$ cat config.mk
export PLATFORM = sky130hd
export DESIGN_NAME = sdpm_mac
export DESIGN_NICKNAME = d
export VERILOG_FILES = /design/src/rtl/sdpm_pkg.sv /design/src/rtl/sdpm_mac.sv
export SDC_FILE = /design/constraint.sdc
export NUM_CORES = 1
export LEC_CHECK = 0
export ABC_AREA = 1
export BUFFER_PORTS_ARGS = -buffer_cell sky130_fd_sc_hd__buf_2
export CORE_AREA = 5 5 182 201
export CTS_BUF_LIST = sky130_fd_sc_hd__clkbuf_4
export CTS_CLUSTER_DIAMETER = 30
export DETAILED_ROUTE_END_ITERATION = 12
export DIE_AREA = 0 0 187 206
export PLACE_DENSITY = 0.67
export SKIP_LAST_GASP = 1
export SLEW_MARGIN = 10
export SYNTH_ARGS = -nofsm -noshare
export SYNTH_HDL_FRONTEND = slang
export SYNTH_SLANG_ARGS = --single-unit
export TNS_END_PERCENT = 30
$ cat constraint.sdc
create_clock -name clk -period 4.95 [get_ports clk]
set_input_delay 0 -clock clk [delete_from_list [all_inputs] [get_ports clk]]
set_output_delay 0 -clock clk [all_outputs]
set_load 0.05 [all_outputs]
$ cat src/rtl/sdpm_pkg.sv
// Shared types and constants of the sparse dot product merge unit.
`default_nettype none

package sdpm_pkg;

    localparam int MAX_ENTRIES_DEF = 256;
    localparam int IDX_W = 16;
    localparam int VAL_W = 16;
    localparam int PROD_W = 2 * VAL_W;
    localparam int SUM_W = 48;

    typedef enum logic [1:0] {
        CMD_FIRST   = 2'd0,
        CMD_SECOND  = 2'd1,
        CMD_COMPUTE = 2'd2,
        CMD_NONE    = 2'd3
    } cmd_t;

    // Control from the merge sequencer to the multiply-accumulate unit.
    typedef struct packed {
        logic clear;   // start a new sum
        logic step;    // read data of both lists is valid this cycle
        logic match;   // both indices are equal
    } mac_ctrl_t;

endpackage

`default_nettype wire

$ cat src/rtl/sdpm_mac.sv
// Multiply-accumulate unit: registered product, then 48-bit accumulation.
`default_nettype none

module sdpm_mac
    import sdpm_pkg::*;
(
    input  wire logic                     clk,
    input  wire logic                     rst_n,
    input  wire mac_ctrl_t                ctrl,
    input  wire logic signed [VAL_W-1:0]  val_a,
    input  wire logic signed [VAL_W-1:0]  val_b,
    output logic signed [SUM_W-1:0]       acc
);

    logic signed [PROD_W-1:0] prod_reg;
    logic                     prod_vld_reg;
    logic signed [SUM_W-1:0]  acc_reg;
    logic signed [SUM_W-1:0]  acc_next;

    always_comb
    begin
        acc_next = acc_reg;
        if (ctrl.clear)
        begin
            acc_next = '0;
        end
        else if (prod_vld_reg)
        begin
            acc_next = acc_reg + SUM_W'(prod_reg);
        end
    end

    always_ff @(posedge clk or negedge rst_n)
    begin
        if (!rst_n)
        begin
            prod_vld_reg <= 1'b0;
        end
        else
        begin
            prod_vld_reg <= ctrl.step && ctrl.match && !ctrl.clear;
        end
    end

    always_ff @(posedge clk)
    begin
        prod_reg <= val_a * val_b;
        acc_reg  <= acc_next;
    end

    assign acc = acc_reg;

endmodule

`default_nettype wire

Yosys cells after proc, flatten, opt, wreduce, memory -nomap -nowiden
Index checks and enable logic that the tools add are counted.
{"block": "word_totals", "register_bits": 81, "latchBits": 0, "ram_bits": 0, "mem_bits_ro": 0, "in_bits": 37, "elab_cells": 8, "mem_count": 0}
{"block": "op_classes", "n_addsub": 1, "mul": 1, "n_div": 0, "magnitude_cmp": 0, "n_eq_ne": 0, "shift": 0, "mux": 0, "n_bitwise": 0, "reduce_logical": 3}
{"op": "$add 48x32->48", "count": 1}
{"op": "$mul 16x16->32", "count": 1}
{"op": "$logic_and 1x1->1", "count": 2}
{"op": "$logic_not 1->1", "count": 1}

Longest topological paths before layout
{"block": "logic_depth", "depth_word": 2, "ltp_mapped": 27, "depth_no_buf": 25}

Worst setup path after synthesis
No wires, ideal clock.
{"block": "synth_path", "path_kind": "input-to-reg", "from": "input port val_b[5]", "to": "register prod_reg[31]", "setup_ns": 0.124, "arrival_time_ns": 5.250, "path_slack_ns": -0.424, "cell_stages": 25, "cell_sequence": "clkbuf_1 > clkbuf_1 > nand2_1 > fa_1 > inv_1 > fa_1 > inv_1 > fa_1 > fa_1 > inv_1 > fa_1 > inv_1 > fa_1 > inv_1 > ha_1 > nand2_1 > nor2_1 > inv_1 > nor2_1 > inv_1 > nor3_1 > nand2_1 > inv_1 > nor2_1 > xor2_1"}
{"block": "synth_between", "elab_chain_cells": 1}
{"item": "start, declared", "line": "sdpm_mac.sv:11", "rtl": "input wire logic signed [VAL_W-1:0] val_b,"}
{"item": "$mul 16x16->32", "line": "sdpm_mac.sv:47", "rtl": "prod_reg <= val_a * val_b;"}
{"item": "end signal, assigned", "line": "sdpm_mac.sv:47"}
{"item": "end, declared", "line": "sdpm_mac.sv:15", "rtl": "logic signed [PROD_W-1:0] prod_reg;"}
No other way between the ends.
A chain may end at the register's enable or synchronous reset.

Worst setup path after layout
{"block": "layout_path", "from": "input port val_a[15]", "to": "register prod_reg[23]"}
{"block": "layout_between", "elab_chain_cells": 1}
{"item": "start, declared", "line": "sdpm_mac.sv:10", "rtl": "input wire logic signed [VAL_W-1:0] val_a,"}
{"item": "$mul 16x16->32", "line": "sdpm_mac.sv:47"}
No other way between the ends.

==> flow_results.org <==
** Synthesis
- The average instance in the mapped netlist occupies 6.86 sq um.
- Summing every instance area after synthesis gives between 15000 and 20000 sq um.
- Synth Net Count :: 2894
- Synthesis handed over a netlist of roughly 2500 instances.
- The synthesized design contains 81 register bits.
- Yosys printed 0 warnings.
- Portion of the post-synthesis area used by sequential elements :: 0.0962
- In this run, distinct cell masters in the synthesized netlist total 39.

** STA
- Max Clk Rate :: 0.211 GHz
- Dividing the final minimum period by the clock period gives 0.958.
- The number of hold-slack violations in the final timing report is 0.
- Setup clock skew after layout :: 0.0343 ns
- For the pin with the worst max-slew slack, the measured transition is 1.07 ns.
- Worst rel slew slack :: 0.284
- The clock period could shrink to 4.74 ns.
- Setup repair after global routing could not meet its margin everywhere.
- Total count of max-transition violations in the final report :: 0
- Endpoints failing setup :: 0

** Global route
- GRT busiest layer :: met2
- After global routing the overflow that remains totals 0.
- For this run, global-route usage on met2 was measured as 0.474.
- The number of antenna violations at the first check in global routing was 1.
- In the global route stage, met3 resource usage came out at 0.0211.
- The via count of the first global-routing pass is 16200.
- The first global-routing pass estimated 79.3 mm of wire.
- Grt met1 use :: 0.305
- In the global route stage, overall resource usage came out at 0.251.
- Largest net degree at the start of global routing :: 78

** Setup path
- Crit-path max FO :: 9
- STA classifies the critical path startpoint as a primary input.
- Critical path arrival :: 5.13 ns
- Among the stages of the critical path, the cell type that occurs most often is fa_1.
- The critical path goes through buf_2 > nand2_1 > inv_1 > buf_4 > fa_1 > inv_1 > fa_1 > inv_1 > fa_1 > fa_1 > fa_1 > inv_1 > fa_1 > inv_1 > ha_1 > buf_4 > nand3_1 > nor2_4 > nand4_1 > nand3_1 > nand3_1 > nand2_1 > xor2_1.
- CP bufs+invs :: 8
- The worst setup path is captured at a flop.
- On the worst path, the slowest cell contributes a delay of 0.54 ns.
- For the worst setup path, the data required time is between 5 and 6 ns.
- CP top delay family :: adder cells
- The most critical setup path has its startpoint at val_a[15].
- Crit Path Class :: in -> reg
- The critical path runs through a total of 23 cells.
- Startpoint of the lowest-slack register-to-register path :: prod_reg[31]
- Slowest CP cell :: fa_1
- For the worst flop-to-flop path, the logic depth is 10.

** Drt
- Via count :: 15300
- For this run, the detailed router's first-pass iteration total came to 5.
- DR iter-0 viols :: 837
- Avg Vias per Cell :: 4.90
- The final layout contains routed wiring with a total length of 46.6 mm.
- Antenna-violating nets left :: 0
- DR WL/cell :: 15.0 um
- For this run, design rule violations remaining after detail routing come to 0.

** Final layout
- Fraction of layout instances using a drive strength above 1 :: 0.130
- For this run, the post-layout net count is 3096.
- Post-synthesis to final-layout area growth :: 14.1%
- Commonest cells after routing, fill and taps aside :: inv_1, nand2_1, fa_1
- Largest register FFs :: 48
- Commonest non-fill, non-tap cell in the layout :: inv_1
- Summed area of non-filler cells in the final layout :: slightly below 20000 sq um

** CTS
- Number of buffers on the longest clock path :: 2
- CTS HTree Levels :: 3
- The tree is rooted in a clkbuf_4.
- Clock latency on the worst-skew pair :: 0.47 ns
- Clock-pin slew of the registers on the worst-case setup and hold paths :: 0.16 ns
- TritonCTS Buffers :: 9
- For this design, the sink count on the clock tree is 81.
- TritonCTS built the clock tree.

** Floorplan
- Core area :: 34100 sq um
- The initial utilization of the core area, before any placement, comes to 0.496.
- I/O pin total :: 85
- Number of rows in the core area :: 71
- Die Span X :: roughly 190 um
- The die covers 38500 sq um.
- From bottom edge to top edge, the die measures 206 um.

** Place
- The congestion estimate from routability-driven global placement came to 0.965.
- Summing all placed instances gives a cell area of between 15000 and 20000 sq um.
- The HPWL after detailed placement is 40.9 mm.
- Input and output buffers added on the ports amount to 84.

** Worst hold path
- Worst Min Path Start :: val_b[0]
- Worst hold path type :: in -> reg
- The worst hold path passes through 4 cells.

** Outcome
- Status :: completed

** Job
- Across the run, the number of max-cap violations was 0.
cell usage after synthesis, drive strengths merged:
master  instances  area [sq um]
and2            2          12.5
o21bai         10          75.1
nand2         634          2420
nor4            1          6.26
ha            129          1610
nand3b          2          15.0
nor3           13          70.1
or2             5          31.3
dfrtp           1          25.0
a211oi          2          15.0
xor2           37           324
xnor2          15           131
a31oi           2          12.5
a21boi          1          7.51
a21o            9          67.6
buf             8          35.0
nor2          225           902
nand4          24           150
a21oi          96           499
inv           683          2560
nand3          77           395
o21ai          76           392
clkbuf         66           248
fa            263          5270
o211ai          1          7.51
o211a           1          10.0
o21a            2          15.0
dfxtp          80          1600
path summary, 6_finish.rpt:
check / slack [ns] / endpoint
max: 0.21 / prod_reg[23]
min: 0.04 / prod_reg[0]
max reg2reg: 2.22 / acc[37]
min reg2reg: 0.50 / acc[0]
max in group asynchronous: 4.49 / prod_vld_reg
min in group asynchronous: 0.35 / prod_vld_reg
final cells by class:
cell class | count | area [sq um]
Fill cell | 3364 | 14800
Multi-Input combinational cell | 1627 | 12500
Inverter | 683 | 2560
Timing Repair Buffer | 265 | 1870
Sequential cell | 81 | 1630
Tap cell | 438 | 548
Clock inverter | 7 | 77.6
Clock buffer | 9 | 67.6
Antenna cell | 1 | 2.50
tightest hold or removal path: stages:
cell and delay, ns:
buf_2 0.14, buf_4 0.21, nand2_1 0.10, inv_1 0.04
per-stage QoR:
step | instances | util | hold slack [ns] | setup TNS [ns] | setup slack [ns]
floorplan | 2465 | - | -0.296 | -0.0123 | -0.00477
global placement | 3086 | 0.557 | -0.226 | -2.79 | -0.356
detailed placement | 3086 | 0.557 | -0.224 | -3.89 | -0.406
CTS | 3107 | 0.563 | 0.0326 | 0 | 0.0288
global route | 3111 | 0.565 | 0.0433 | -0.0737 | -0.0439
finish | 3111 | 0.565 | 0.0423 | 0 | 0.209
repair_timing:
item                       in CTS  in global routing
hold buffers                    5                  0
setup endpoints to repair       0                 17
buffers inserted                0                  3
gates resized for setup         0                 18
hold endpoints to repair        3                  0
logic make-up (layout without fill, tap and decap cells):
| logic type | Yosys count | count (layout) | share of synthesized area |
|---|---|---|---|
| buffers and inverters | 757 | 964 | 0.168 |
| other | 0 | 1 | 0 |
| AOI/OAI and AO/OA | 200 | 200 | 0.0651 |
| and+or+nand+nor | 983 | 983 | 0.237 |
| adders and majority gates | 392 | 392 | 0.407 |
| xor gates and xnor gates | 52 | 52 | 0.0269 |
| DFF | 81 | 81 | 0.0962 |
layer usage:
metal,wire (um),up-vias
met5,0,-
li1,-,7577
met1,19300,7197
met3,1850,103
met4,1570,0
met2,23900,377
Power is left out: the tool's default activity adds up to more than one toggle a clock period on the data nets, which glitch-free logic cannot reach.
